==> config.mk <==
export PLATFORM = sky130hd
export DESIGN_NAME = subset_sum_enumerator_core
export DESIGN_NICKNAME = d
export VERILOG_FILES = /design/src/sse_pkg.sv /design/src/sse_csr.sv /design/src/subset_sum_enumerator_core.sv
export SDC_FILE = /design/constraint.sdc
export NUM_CORES = 1
export LEC_CHECK = 0
export BUFFER_PORTS_ARGS = -buffer_cell sky130_fd_sc_hd__buf_2
export CORE_ASPECT_RATIO = 1.5
export CORE_MARGIN = 1.5
export CORE_UTILIZATION = 44
export DETAILED_ROUTE_END_ITERATION = 8
export PLACE_DENSITY = 0.59
export SETUP_SLACK_MARGIN = 0.4
export SLEW_MARGIN = 20
export SYNTH_ARGS = -nofsm -noshare
export SYNTH_HDL_FRONTEND = slang
export SYNTH_HIERARCHICAL = 1
export SYNTH_SLANG_ARGS = --single-unit
==> constraint.sdc <==
create_clock -name clock -period 11.38 [get_ports clock]
set_input_delay 1.707 -clock clock [delete_from_list [all_inputs] [get_ports clock]]
set_output_delay 1.707 -clock clock [all_outputs]
set_load 0.05 [all_outputs]
==> src/sse_pkg.sv <==
// Shared types and constants for the subset-sum enumerator core.
// No dependencies; used by sse_csr and subset_sum_enumerator_core.
package sse_pkg;

   // Operation codes carried by an input item
   localparam logic OP_LOAD = 1'b0;
   localparam logic OP_FIND = 1'b1;

   // Register file layout
   localparam int CSR_ADDR_W = 3;
   localparam logic REG_TARGET_SUM = 1'b0;

   typedef struct packed {
      logic               operation;
      logic signed [15:0] element_value;
      logic               last_element;
   } req_type;

   typedef struct packed {
      logic        found;
      logic [15:0] subset_mask;
      logic [4:0]  subset_size;
   } rsp_type;

   typedef struct packed {
      logic                  psel;
      logic                  penable;
      logic                  pwrite;
      logic [CSR_ADDR_W-1:0] paddr;
      logic [31:0]           pwdata;
   } csr_req_type;

   typedef enum logic [3:0] {
      ST_IDLE  = 4'b0001,
      ST_SUM   = 4'b0010,
      ST_CHECK = 4'b0100,
      ST_DONE  = 4'b1000
   } state_type;

endpackage

==> src/sse_csr.sv <==
// Configuration register block: holds target_sum behind an APB-style port.
// Depends on sse_pkg for the request struct and register index.
module sse_csr (
   input  logic                clock,
   input  logic                reset,
   input  sse_pkg::csr_req_type csr_req,
   output logic [31:0]         prdata,
   output logic signed [31:0]  target_sum
);

   logic signed [31:0] target_ff;
   logic signed [31:0] target_in;
   logic               sel_target;
   logic               wr_access;

   // Decode the word index and the access phase of a write
   assign sel_target = (csr_req.paddr[sse_pkg::CSR_ADDR_W-1] == sse_pkg::REG_TARGET_SUM);
   assign wr_access  = csr_req.psel & csr_req.penable & csr_req.pwrite;

   always_comb begin
      target_in = target_ff;
      if (wr_access && sel_target) begin
         target_in = csr_req.pwdata;
      end
   end

   always_ff @(posedge clock) begin
      if (reset) begin
         target_ff <= '0;
      end else begin
         target_ff <= target_in;
      end
   end

   // Read back the selected register, zero beyond the list
   assign prdata     = sel_target ? target_ff : 32'd0;
   assign target_sum = target_ff;

endmodule

==> src/subset_sum_enumerator_core.sv <==
// Subset-sum enumerator: brute-force scan of subset masks with one shared adder.
// Depends on sse_pkg and sse_csr.
//
// Usage: write target_sum through the csr_ port while idle. Send load items
// (operation 0), one element each, with last_element on the final one; a load
// after a completed set starts a new set, and elements past MAX_ELEMENTS are
// dropped. Each find item (operation 1) resumes the mask scan in ascending
// order and returns one rsp_ item: found with mask and size, or not-found.
// A load returns nothing. For each mask that a find examines, the single
// adder walks the set's elements one per cycle, adding those in the mask,
// then the sum is compared with target_sum; an empty set skips the walk.
// req_stall is high while a find is in progress; a new item is taken while a
// result still waits in the output register, but a finished find holds until
// that register is free. rsp_stall holds rsp_valid and rsp_data unchanged.
// Synchronous reset clears the set, the scan position, target_sum and any
// pending result; element values stay undefined until loaded.
module subset_sum_enumerator_core #(
   parameter int MAX_ELEMENTS  = 16,
   parameter int ELEMENT_WIDTH = 16
) (
   input  logic                              clock,
   input  logic                              reset,
   // input item channel
   input  logic                              req_valid,
   output logic                              req_stall,
   input  sse_pkg::req_type                  req_data,
   // result item channel
   output logic                              rsp_valid,
   input  logic                              rsp_stall,
   output sse_pkg::rsp_type                  rsp_data,
   // configuration port
   input  logic                              csr_psel,
   input  logic                              csr_penable,
   input  logic                              csr_pwrite,
   input  logic [sse_pkg::CSR_ADDR_W-1:0]    csr_paddr,
   input  logic [31:0]                       csr_pwdata,
   output logic [31:0]                       csr_prdata,
   output logic                              csr_pready
);

   localparam int IDXW  = (MAX_ELEMENTS > 1) ? $clog2(MAX_ELEMENTS) : 1;
   localparam int CNTW  = $clog2(MAX_ELEMENTS + 1);
   localparam int MASKW = MAX_ELEMENTS + 1;
   localparam int SUMW  = ELEMENT_WIDTH + CNTW;
   localparam int CMPW  = (SUMW > 33) ? SUMW : 33;

   sse_pkg::csr_req_type csr_req;
   logic signed [31:0]   target_sum;

   // Bundle the configuration port for the register block
   assign csr_req.psel    = csr_psel;
   assign csr_req.penable = csr_penable;
   assign csr_req.pwrite  = csr_pwrite;
   assign csr_req.paddr   = csr_paddr;
   assign csr_req.pwdata  = csr_pwdata;
   assign csr_pready      = 1'b1;

   sse_csr u_csr (
      .clock      (clock),
      .reset      (reset),
      .csr_req    (csr_req),
      .prdata     (csr_prdata),
      .target_sum (target_sum)
   );

   // Element store, written by loads, read one entry per cycle by the scan
   logic signed [ELEMENT_WIDTH-1:0] store_ff [MAX_ELEMENTS];
   logic                            store_we;
   logic [IDXW-1:0]                 store_idx;
   logic signed [ELEMENT_WIDTH-1:0] store_wdata;

   sse_pkg::state_type      state_ff, state_in;
   logic [CNTW-1:0]         count_ff, count_in;
   logic                    complete_ff, complete_in;
   logic [MASKW-1:0]        next_mask_ff, next_mask_in;
   logic [MASKW-1:0]        mask_ff, mask_in;
   logic [IDXW-1:0]         j_ff, j_in;
   logic signed [SUMW-1:0]  sum_ff, sum_in;
   logic [CNTW-1:0]         pop_ff, pop_in;
   logic                    hit_ff, hit_in;
   logic                    rsp_valid_ff, rsp_valid_in;
   sse_pkg::rsp_type        rsp_data_ff, rsp_data_in;

   logic                    req_accept;
   logic                    out_free;
   logic                    begin_mask;
   logic                    more_masks;
   logic                    last_j;
   logic                    sum_hit;
   logic [MASKW-1:0]        limit;
   logic [CNTW-1:0]         eff_count;
   logic signed [SUMW-1:0]  elem_ext;

   assign req_stall  = (state_ff != sse_pkg::ST_IDLE);
   assign req_accept = req_valid & ~req_stall;
   assign out_free   = ~rsp_valid_ff | ~rsp_stall;

   assign limit      = MASKW'(1) << count_ff;
   assign more_masks = (next_mask_ff < limit);
   assign last_j     = ((CNTW'(j_ff) + CNTW'(1)) == count_ff);
   assign elem_ext   = SUMW'(store_ff[j_ff]);
   assign sum_hit    = (CMPW'(sum_ff) == CMPW'(target_sum));
   assign eff_count  = complete_ff ? '0 : count_ff;

   assign store_idx   = eff_count[IDXW-1:0];
   assign store_wdata = ELEMENT_WIDTH'(32'($unsigned(req_data.element_value)));

   always_comb begin
      state_in     = state_ff;
      count_in     = count_ff;
      complete_in  = complete_ff;
      next_mask_in = next_mask_ff;
      mask_in      = mask_ff;
      j_in         = j_ff;
      sum_in       = sum_ff;
      pop_in       = pop_ff;
      hit_in       = hit_ff;
      rsp_valid_in = rsp_valid_ff;
      rsp_data_in  = rsp_data_ff;
      store_we     = 1'b0;
      begin_mask   = 1'b0;

      // Drop a delivered result
      if (rsp_valid_ff && !rsp_stall) begin
         rsp_valid_in = 1'b0;
      end

      case (state_ff)
         sse_pkg::ST_IDLE: begin
            if (req_accept) begin
               if (req_data.operation == sse_pkg::OP_LOAD) begin
                  complete_in = 1'b0;
                  count_in    = eff_count;
                  if (eff_count < CNTW'(MAX_ELEMENTS)) begin
                     store_we = 1'b1;
                     count_in = eff_count + CNTW'(1);
                  end
                  if (req_data.last_element) begin
                     complete_in  = 1'b1;
                     next_mask_in = '0;
                  end
               end else if (complete_ff && more_masks) begin
                  begin_mask = 1'b1;
               end else begin
                  hit_in   = 1'b0;
                  state_in = sse_pkg::ST_DONE;
               end
            end
         end
         sse_pkg::ST_SUM: begin
            // Walk one element per cycle, adding it if it is in the current mask
            if (mask_ff[j_ff]) begin
               sum_in = sum_ff + elem_ext;
               pop_in = pop_ff + CNTW'(1);
            end
            if (last_j) begin
               state_in = sse_pkg::ST_CHECK;
            end else begin
               j_in = j_ff + IDXW'(1);
            end
         end
         sse_pkg::ST_CHECK: begin
            if (sum_hit) begin
               hit_in   = 1'b1;
               state_in = sse_pkg::ST_DONE;
            end else if (more_masks) begin
               begin_mask = 1'b1;
            end else begin
               hit_in   = 1'b0;
               state_in = sse_pkg::ST_DONE;
            end
         end
         sse_pkg::ST_DONE: begin
            // Hold until the output register is free
            if (out_free) begin
               rsp_valid_in            = 1'b1;
               rsp_data_in.found       = hit_ff;
               rsp_data_in.subset_mask = hit_ff ? 16'(mask_ff) : 16'd0;
               rsp_data_in.subset_size = hit_ff ? 5'(pop_ff) : 5'd0;
               state_in                = sse_pkg::ST_IDLE;
            end
         end
         default: begin
            state_in = sse_pkg::ST_IDLE;
         end
      endcase

      // Advance to the next mask in ascending order
      if (begin_mask) begin
         mask_in      = next_mask_ff;
         next_mask_in = next_mask_ff + MASKW'(1);
         j_in         = '0;
         sum_in       = '0;
         pop_in       = '0;
         state_in     = (count_ff == '0) ? sse_pkg::ST_CHECK : sse_pkg::ST_SUM;
      end
   end

   // Control state
   always_ff @(posedge clock) begin
      if (reset) begin
         state_ff     <= sse_pkg::ST_IDLE;
         count_ff     <= '0;
         complete_ff  <= 1'b0;
         next_mask_ff <= '0;
         rsp_valid_ff <= 1'b0;
      end else begin
         state_ff     <= state_in;
         count_ff     <= count_in;
         complete_ff  <= complete_in;
         next_mask_ff <= next_mask_in;
         rsp_valid_ff <= rsp_valid_in;
      end
   end

   // Datapath registers
   always_ff @(posedge clock) begin
      mask_ff     <= mask_in;
      j_ff        <= j_in;
      sum_ff      <= sum_in;
      pop_ff      <= pop_in;
      hit_ff      <= hit_in;
      rsp_data_ff <= rsp_data_in;
   end

   // Element store write
   always_ff @(posedge clock) begin
      if (store_we) begin
         store_ff[store_idx] <= store_wdata;
      end
   end

   assign rsp_valid = rsp_valid_ff;
   assign rsp_data  = rsp_data_ff;

endmodule

# ---- After elaboration in Yosys (flattened, before gate mapping)
# Memory sizes are Yosys's and may differ from the RTL's. A register that Yosys moved wholly into a read port is not among the register bits.
# Cells that the tools add are included.
dict set report op_classes {
  bitwise_logic 10
  eq_ne 18
  shifts 1
  reduce_logical 16
  muxes 44
  n_lt_le_gt_ge 3
  addsub 6
}
# op n
set ops {}
lappend ops {{17-bit two-way mux} 5}
lappend ops {{4-bit two-way mux} 10}
lappend ops {{21-bit by 32-bit == test with 1-bit output} 1}
lappend ops {{32-bit two-way mux} 1}
lappend ops {{21-bit by 16-bit adder with 21-bit output} 1}
lappend ops {{1-bit two-way mux} 21}
lappend ops {{3-bit inequality test, second input constant} 6}
lappend ops {{17-bit by 1-bit adder with 17-bit output, second input constant} 1}
lappend ops {{17-bit less-than comparator} 1}
lappend ops {{1-bit by 5-bit left shift with 17-bit output, first input constant} 1}
lappend ops {{4-bit one-hot mux with 4 select lines} 1}
lappend ops {{5-bit by 1-bit adder with 5-bit output, second input constant} 2}
lappend ops {{5-bit two-way mux} 2}
lappend ops {{2-bit nonzero test} 4}
lappend ops {{4-bit by 6-bit less-than comparator with 1-bit output, second input constant} 1}
lappend ops {{2-bit inequality test, second input constant} 3}
lappend ops {{1-bit NOT} 6}
lappend ops {{2-bit AND reduction} 3}
lappend ops {{6-bit AND reduction} 1}
lappend ops {{4-bit by 1-bit adder with 5-bit output, second input constant} 1}
lappend ops {{5-bit == test} 1}
lappend ops {{5-bit logical NOT} 1}
lappend ops {{5-bit less-than comparator, second input constant} 1}
lappend ops {{5-bit AND reduction} 1}
lappend ops {{other kinds (17)} 22}
dict set report word_totals {
  word_cells 113
  n_memories 1
  out_inout_bits 57
  register_bits 129
  input_bits 60
  mem_bits_rw 256
}
# memory depth word_bits rd rd_clocked_by_memory_dff write_ports line
set mem_list {}
lappend mem_list {store_ff 16 16 1 1 1 subset_sum_enumerator_core.sv:67} ;# logic signed [ELEMENT_WIDTH-1:0] store_ff [MAX_ELEMENTS];

# ---- Logic depth before layout (Yosys ltp)
# Gate-level depths: netlist (run 1).
dict set report logic_depth {
  word_depth 9
  ltp_mapped 15
  depth_no_buf 14
}

# ---- Hierarchy
# The synthesis (run 1) kept the hierarchy.
# module area_per_inst_um2 instances cells_per_inst seq_area_each_um2
set by_module_without_submodules {}
lappend by_module_without_submodules {subset_sum_enumerator_core 15687.5 1 1023 10099.7}
lappend by_module_without_submodules {sse_csr 1685.4 1 175 640.6}

# ---- Least setup slack after synthesis (run 1)
# OpenSTA, ideal clock, no wires.
dict set report synth_timing {
  path_type {input-to-output}
  startpoint {input port csr_paddr[2] in the netlist's numbering}
  endpoint {output port csr_prdata[0]}
  n_path_buf 1
  t_required_ns 9.673
  setup_slack_ns 7.069
  stages 2
  arrival_time_ns 2.604
  path_cell_list {clkbuf_1 nor2b_1}
}
dict set report synth_via {
  elab_chain_len 1
}
# item line
set synth_rtl {}
lappend synth_rtl {{start, declared} subset_sum_enumerator_core.sv:35} ;# input logic [sse_pkg::CSR_ADDR_W-1:0] csr_paddr,
lappend synth_rtl {{32-bit two-way mux} sse_csr.sv:36} ;# assign prdata = sel_target ? target_ff : 32'd0;
lappend synth_rtl {{end, declared} subset_sum_enumerator_core.sv:37} ;# output logic [31:0] csr_prdata,
# Every way passes these cells.

==> reports/qor.csv, run 1 <==
metric,value,unit
outcome,completed,
die_h,246.4,µm
cp_slowest_cell,buf_4,
critPathCaptureType,register,
synthAdderAreaFrac,0.03212,
cp.arrival,5.59,ns
numClockSinks,389,
cp_top_family,compound AO/OA/AOI/OAI gates,
max_freq,195.9,MHz
grt_pass1_vias,9946,
synth_edf_count,295,
area_growth,13.14,%
yosysTopAreaCellShare,0.5099,
drv_cap,0,
yosysMostFrequentCell,edfxtp_1,
clk_latency,0.58,ns
pin_count,117,
path_class,register to register,
cts_setup_buffers,0,
routedWlPerCell,20.35,µm
cts_tree,yes,
grt_first_pass_wirelength,56770,µm
p_seq_frac,0.530,
dp_hpwl,23570,µm
finClkSkew,0.02884,ns
switchingPower,671.4,µW
syn_area,17370,µm²
cts_buffer_depth,3,
min_period,5.105,ns
p_per_area,149.6,nW/µm²
power_frac_clock,0.417,
p_comb_frac,0.054,
synth.mux.area_fraction,0.1373,
intPower,2.268,mW
worstPathRequired,11.86,ns
rsz0062_at_grt,false,
synth_ff_type,edfxtp_1,
path_clk_slew,0.06,ns
htree_num_levels,2,
ys_seq_elements,389,
row_count,89,
vdd_drop_max,0.1256,mV
synthesis.instances,1198,
place.gp.congestion,0.7668,
synth_top_cells_by_count,"295 x edfxtp_1, 94 x dfxtp_1, 83 x mux4_2, 79 x nor2_1, 69 x nand2b_1",
grt_usage,0.1876,
synth_nets,1302,
crit_fanout,38,
cp_num_buf_inv,2,
drc,0,
yosys.area.top_type,edfxtp_1,
cp-start-kind,register,
tightest_slew,1.060,ns
die_area,40710,µm²
critPathMaxStageDelay,0.73,ns
antenna_found_initial,2,
p_leak,6.803,nW
yosysSeqAreaShare,0.6182,
swShare,0.2284,
slew_viol_final,0,
final_antenna_net_count,0,
whs,0.4947,ns
setup-tns-final,0,ns
wl,37510,µm
relSlewSlack,0.2931,
die_x,165.2,µm
drt_pass1_iterations,6,
cts-root-buf,clkbuf_16,
hold_viol,0,
postCtsResizedCells,0,
hold_path.class,register to register,
start_util,0.4445,
drive_above_1_share,0.2174,
cts_buffers,39,
grt_max_degree,93,
coreArea,39090,µm²
final_util,0.5029,
antenna_cells,0,
setup_viol,0,
synthXorXnorAreaFrac,0.02168,
postCtsHoldBufs,0,
grt-ovfl-total,0,
synthTopCellsByArea,"edfxtp_1 51%, dfxtp_1 11%, mux4_2 11%, ha_1 3.1%, mux2i_1 2.9%",
avgSynthCellArea,14.50,µm²
worstPathCellList,buf_4 > mux4_2 > mux4_2 > ha_1 > inv_1 > fa_1 > nor2b_1 > o31a_1 > a21boi_1 > a31oi_1 > o41a_1 > mux2i_1 > or4_1 > a21oi_1,
synth_compound_area_frac,0.05085,
nNetsFinal,1418,
synth_top_family_by_area,multiplexers,
vias,9988,
viasPerCell,5.419,
synth-simple-area-share,0.1168,
synth_cell_types,65,
yosys_warnings,6,
detail_route.iter0.violations,534,
cp_common_cell,mux4_2,
period_share,0.4486,
portBuffers,113,
async_flop_share,0,
-- registers in the layout, indices dropped and copies added (netlist names), named ones only --
name              count
complete_ff           1
count_ff              5
hit_ff                1
j_ff                  4
mask_ff              16
next_mask_ff         17
pop_ff                5
rsp_data             22
rsp_valid             1
state_ff              4
store_ff            256
sum_ff               21
u_csr/target_sum     32
-- metal layers --
| layer | global-route usage | share of wire |
|---|---|---|
| met1 | 0.2285 | 0.41 |
| met2 | 0.3378 | 0.52 |
| met3 | 0.02896 | 0.040 |
| met4 | 0.05750 | 0.023 |
| met5 | 0 | 0.00061 |
-- worst min-delay path, stage by stage, from the launching register on --
cell and delay (ns):
dfxtp_1 0.32, nand2b_1 0.07, mux2i_1 0.06
-- cells by family (layout without fill, tap and decap cells) --
family | count (synthesis) | in the layout
compound gates | 140 | 140
xor+xnor | 43 | 43
fa+ha+maj | 44 | 44
buf+inv | 80 | 225
flops | 389 | 389
mux | 134 | 134
other cells | 1 | 1
simple gates | 367 | 367
-- cell usage in the layout, fill, tap and decap left out, types with 4 or more instances in the layout --
cell type  synthesis  layout
nor4_1             5       5
nand2b_1          69      69
nor2_1            79      73
nand2_1           43      43
o21ai_0           30      30
and4_1             5       5
buf_4              2      23
nand3b_1          13      13
nor3_1            13      13
nor2b_1           47      47
ha_1              43      43
xnor2_1           33      33
nand4_1           15      15
clkbuf_1          30      12
buf_2             20     113
nand3_1           22      22
mux2i_1           50      50
a21oi_1           53      52
a21o_1            15      15
a211oi_1           5       4
or3b_1             6       6
edfxtp_1         295     295
clkinv_2           0       6
o211ai_1           4       4
xor2_1            10      10
a31oi_1            7       7
and2_1            28      28
and3_1             9       9
nor2_2             0       6
inv_1             19      19
clkinv_1           0       6
clkbuf_16          0      39
dfxtp_1           94      92
mux4_2            83      83
-- layout make-up --
cell class,count,area (µm²)
tap,500,625.6
fill,3365,19430
sequential,389,10750
clock inverter,19,186.4
inverter,19,71.32
multi-input combinational,729,6269
timing repair buffer,136,738.2
clock buffer,51,1021
-- stage by stage --
stage	setup slack, ns	cell area, µm²	total power, mW	std cells
CTS	6.178	19640	2.969	1843
detailed placement	6.198	18440	1.747	1773
global route	5.885	19660	3.034	1843
global placement	6.187	18440	1.743	1773
finish	6.275	19660	2.940	1843
floorplan	7.069	17370	1.693	1198
-- path summary, 6_finish.rpt --
path	start	endpoint	slack, ns	depth (start not counted)
min reg2reg	u_csr/target_sum[23]$_SDFFE_PP0P_	u_csr/target_sum[23]$_SDFFE_PP0P_	0.49	2
max	register	sum_ff[20]$_SDFFE_PP0P_	6.27	14
max reg2reg	register	sum_ff[20]$_SDFFE_PP0P_	6.27	14
min	u_csr/target_sum[23]$_SDFFE_PP0P_	u_csr/target_sum[23]$_SDFFE_PP0P_	0.49	2
-- power groups by stage --
stage               clock [mW]  sequential (mW)  combinational, mW
floorplan                    0             1.59              0.104
finish                    1.22             1.56              0.158
CTS                       1.25             1.56              0.159
global route              1.30             1.56              0.173
global placement             0             1.59              0.156
detailed placement           0             1.59              0.159
No activity file was read; power rests on OpenSTA's default activity.
==> inputs of run 2 (changes only) <==
ABC_AREA = 1   (was default)
clock period = 4.7 ns   (was 11.38 ns; I/O delays follow)
==> reports/qor.csv, run 2 <==
metric,value,unit,change
die_x,168.2,µm,was 165.2 µm
cp.depth,14,,unchanged
finClkSkew,0.01800,ns,was 0.02884 ns
intPower,6.085,mW,was 2.268 mW
viasPerCell,5.348,,was 5.419
critPathMaxStageDelay,0.49,ns,was 0.73 ns
grt_usage,0.2145,,was 0.1876
dpl.cell_count,2436,,was 1773
cp_top_family,compound AO/OA/AOI/OAI gates,,unchanged
p_per_area,424.7,nW/µm²,was 149.6 nW/µm²
nNetsFinal,2076,,was 1418
min_period,3.614,ns,was 5.105 ns
grt_first_pass_wirelength,69780,µm,was 56770 µm
hold_path.class,input port to register,,was register to register
cp_common_cell,o21ai_0,,was mux4_2
mostFrequentLayoutCell,nor2_1,,was edfxtp_1
routedWlPerCell,18.16,µm,was 20.35 µm
synthTopCellsByArea,"edfxtp_1 49%, dfxtp_1 10%, nor2_1 6.7%, nand2_1 5.9%, o21ai_0 4.6%",,"was edfxtp_1 51%, dfxtp_1 11%, mux4_2 11%, ha_1 3.1%, mux2i_1 2.9%"
rsz0062_at_grt,false,,unchanged
max_freq,276.7,MHz,was 195.9 MHz
ys_seq_elements,389,,unchanged
setup-tns-final,0,ns,unchanged
yosys_warnings,6,,unchanged
dp_hpwl,28100,µm,was 23570 µm
cp_slowest_cell,o21ai_0,,was buf_4
postCtsHoldBufs,0,,unchanged
cp-start-kind,register,,unchanged
setup_viol,0,,unchanged
vdd_drop_max,0.3243,mV,was 0.1256 mV
reg2reg_depth,14,,unchanged
cp_num_buf_inv,2,,unchanged
die_area,42180,µm²,was 40710 µm²
place.gp.congestion,0.9006,,was 0.7668
vias,13420,,was 9988
numClockSinks,389,,unchanged
rrSetupSlack,1.09,ns,was 6.27 ns
detail_route.iter0.violations,879,,was 534
critPathCaptureType,register,,unchanged
yosysTopAreaCellShare,0.4919,,was 0.5099
hold_end,rsp_valid$_SDFF_PP0_,,was u_csr/target_sum[23]$_SDFFE_PP0P_
cts_tree,yes,,unchanged
syn_area,18010,µm²,was 17370 µm²
pin_count,117,,unchanged
yosysMostFrequentCell,nor2_1,,was edfxtp_1
synth_edf_count,295,,unchanged
cts_buffer_depth,3,,unchanged
worstPathCellList,clkinv_2 > buf_12 > o21ai_0 > o221ai_1 > nand3_1 > nand2_1 > ha_1 > nand2_1 > o21ai_0 > a21oi_1 > o21ai_0 > nand3_1 > a21o_1 > a21oi_1,,was buf_4 > mux4_2 > mux4_2 > ha_1 > inv_1 > fa_1 > nor2b_1 > o31a_1 > a21boi_1 > a31oi_1 > o41a_1 > mux2i_1 > or4_1 > a21oi_1
worstPathRequired,5.17,ns,was 11.86 ns
switchingPower,2.564,mW,was 671.4 µW
synth_cell_types,46,,was 65
postCtsResizedCells,0,,unchanged
start_util,0.4467,,was 0.4445
swShare,0.2964,,was 0.2284
p_comb_frac,0.187,,was 0.054
portBuffers,113,,unchanged
largest_reg_flops,256,,unchanged
clk_latency,0.55,ns,was 0.58 ns
final_cells,2509,,was 1843
path_class,register to register,,unchanged
synth_nets,1979,,was 1302
antenna_found_initial,1,,was 2
most-common-layout-cells,"306 x nor2_1, 295 x edfxtp_1, 282 x nand2_1",,"was 295 x edfxtp_1, 113 x buf_2, 92 x dfxtp_1"
yosysSeqAreaShare,0.5964,,was 0.6182
die_h,250.8,µm,was 246.4 µm
grt_pass1_vias,12810,,was 9946
hold_viol,0,,unchanged
row_count,90,,was 89
yosys.area.top_type,edfxtp_1,,unchanged
slew_viol_final,0,,unchanged
outcome,completed,,unchanged
p_leak,7.928,nW,was 6.803 nW
async_flop_share,0,,unchanged
crit_fanout,63,,was 38
drive_above_1_share,0.1264,,was 0.2174
grt-ovfl-total,0,,unchanged
fillerInstances,3714,,was 3365
period_share,0.7690,,was 0.4486
cts_buffers,40,,was 39
hold_path_depth,3,,was 2
cts-root-buf,clkbuf_16,,unchanged
path_clk_slew,0.06,ns,about the same
wl,45570,µm,was 37510 µm
coreArea,40310,µm²,was 39090 µm²
tightest_slew,1.085,ns,was 1.060 ns
drc,0,,unchanged
synthesis.instances,1875,,was 1198
avgSynthCellArea,9.605,µm²,was 14.50 µm²
cts_setup_buffers,0,,unchanged
synth_top_cells_by_count,"322 x nor2_1, 295 x edfxtp_1, 282 x nand2_1, 186 x inv_1, 166 x o21ai_0",,"was 295 x edfxtp_1, 94 x dfxtp_1, 83 x mux4_2, 79 x nor2_1, 69 x nand2b_1"
hp-start,rsp_stall,,was u_csr/target_sum[23]$_SDFFE_PP0P_
synth_ff_type,edfxtp_1,,unchanged
final_antenna_net_count,0,,unchanged
htree_num_levels,2,,unchanged
drv_cap,0,,unchanged
relSlewSlack,0.2767,,was 0.2931
area_growth,13.09,%,was 13.14%
regMostFlops,store_ff,,unchanged
worstReg2RegEnd,sum_ff[16]$_SDFFE_PP0P_,,was sum_ff[20]$_SDFFE_PP0P_
power_frac_clock,0.355,,was 0.417
drt_pass1_iterations,5,,was 6
p_seq_frac,0.458,,was 0.530
grt_max_degree,130,,was 93
cp.arrival,4.09,ns,was 5.59 ns
run 2: per-stage QoR:
| stage | power [mW] | setup slack, ns | area, µm² | hold slack, ns | utilization |
|---|---|---|---|---|---|
| 5_1_grt | 9.049 | 0.6159 | 20370 | 0.4861 | 0.5052 |
| 6_report | 8.649 | 1.086 | 20370 | 0.4602 | 0.5052 |
| 4_1_cts | 8.722 | 1.019 | 20360 | 0.4457 | 0.5051 |
| 3_5_place_dp | 5.657 | 1.011 | 19110 | 0.5026 | 0.4740 |
| 2_1_floorplan | 5.186 | 1.785 | 18010 | 0.4589 | - |
| 3_3_place_gp | 5.625 | 1.081 | 19110 | 0.4877 | 0.4740 |
run 2: cell type report:
cell class / instances / area [µm²] / area share
Sequential cell: 389 / 10750 / 0.5277
Antenna cell: 1 / 2.502 / 0.0001229
Timing Repair Buffer: 141 / 813.3 / 0.03993
Clock buffer: 51 / 1054 / 0.05173
Tap cell: 506 / 633.1 / 0.03109
Clock inverter: 21 / 200.2 / 0.009830
Multi-Input combinational cell: 1201 / 6168 / 0.3029
Inverter: 199 / 748.2 / 0.03674
run 2: per-layer routing:
| metal | GRT usage | vias up | part of all wire |
|---|---|---|---|
| li1 | - | 6610 | - |
| met1 | 0.2481 | 6389 | 0.40 |
| met2 | 0.3981 | 331 | 0.52 |
| met3 | 0.03322 | 88 | 0.048 |
| met4 | 0.07908 | 0 | 0.031 |
| met5 | 0 | - | 0 |
run 2: worst max-delay path by stage:
stage,startpoint,slack [ns],end
2_1_floorplan,register,1.78,sum_ff[12]$_SDFFE_PP0P_
3_3_place_gp,register,1.08,sum_ff[12]$_SDFFE_PP0P_
3_5_place_dp,register,1.01,sum_ff[12]$_SDFFE_PP0P_
4_1_cts,register,1.02,sum_ff[12]$_SDFFE_PP0P_
5_1_grt,register,0.62,sum_ff[18]$_SDFFE_PP0P_
6_report,register,1.09,sum_ff[16]$_SDFFE_PP0P_
run 2: worst min-delay path, delay by kind of cell:
family                 cells  cell delay [ns]
AND/OR/NAND/NOR            1             0.07
AO/OA/AOI/OAI              1             0.06
buffers and inverters      1             0.11
run 2: power by group through the flow:
stage / logic (mW) / registers (mW) / clock network [mW]
detailed placement: 1.62 / 4.04 / 0
global placement: 1.59 / 4.03 / 0
global route: 1.81 / 3.98 / 3.25
floorplan: 1.16 / 4.02 / 0
CTS: 1.63 / 3.96 / 3.13
finish: 1.62 / 3.96 / 3.07
run 2: cells by family (layout without fill, tap and decap cells):
kind of cell             Yosys count  in the layout  share of synthesized area
AND/OR/NAND/NOR                  773            773                     0.1799
flip-flops                       389            389                     0.5964
AO/OA/AOI/OAI                    353            353                     0.1144
buffers and inverters            285            412                    0.06350
adder cells (fa/ha/maj)           44             44                    0.03099
XOR/XNOR                          30             30                    0.01459
other                              1              2                  0.0002082
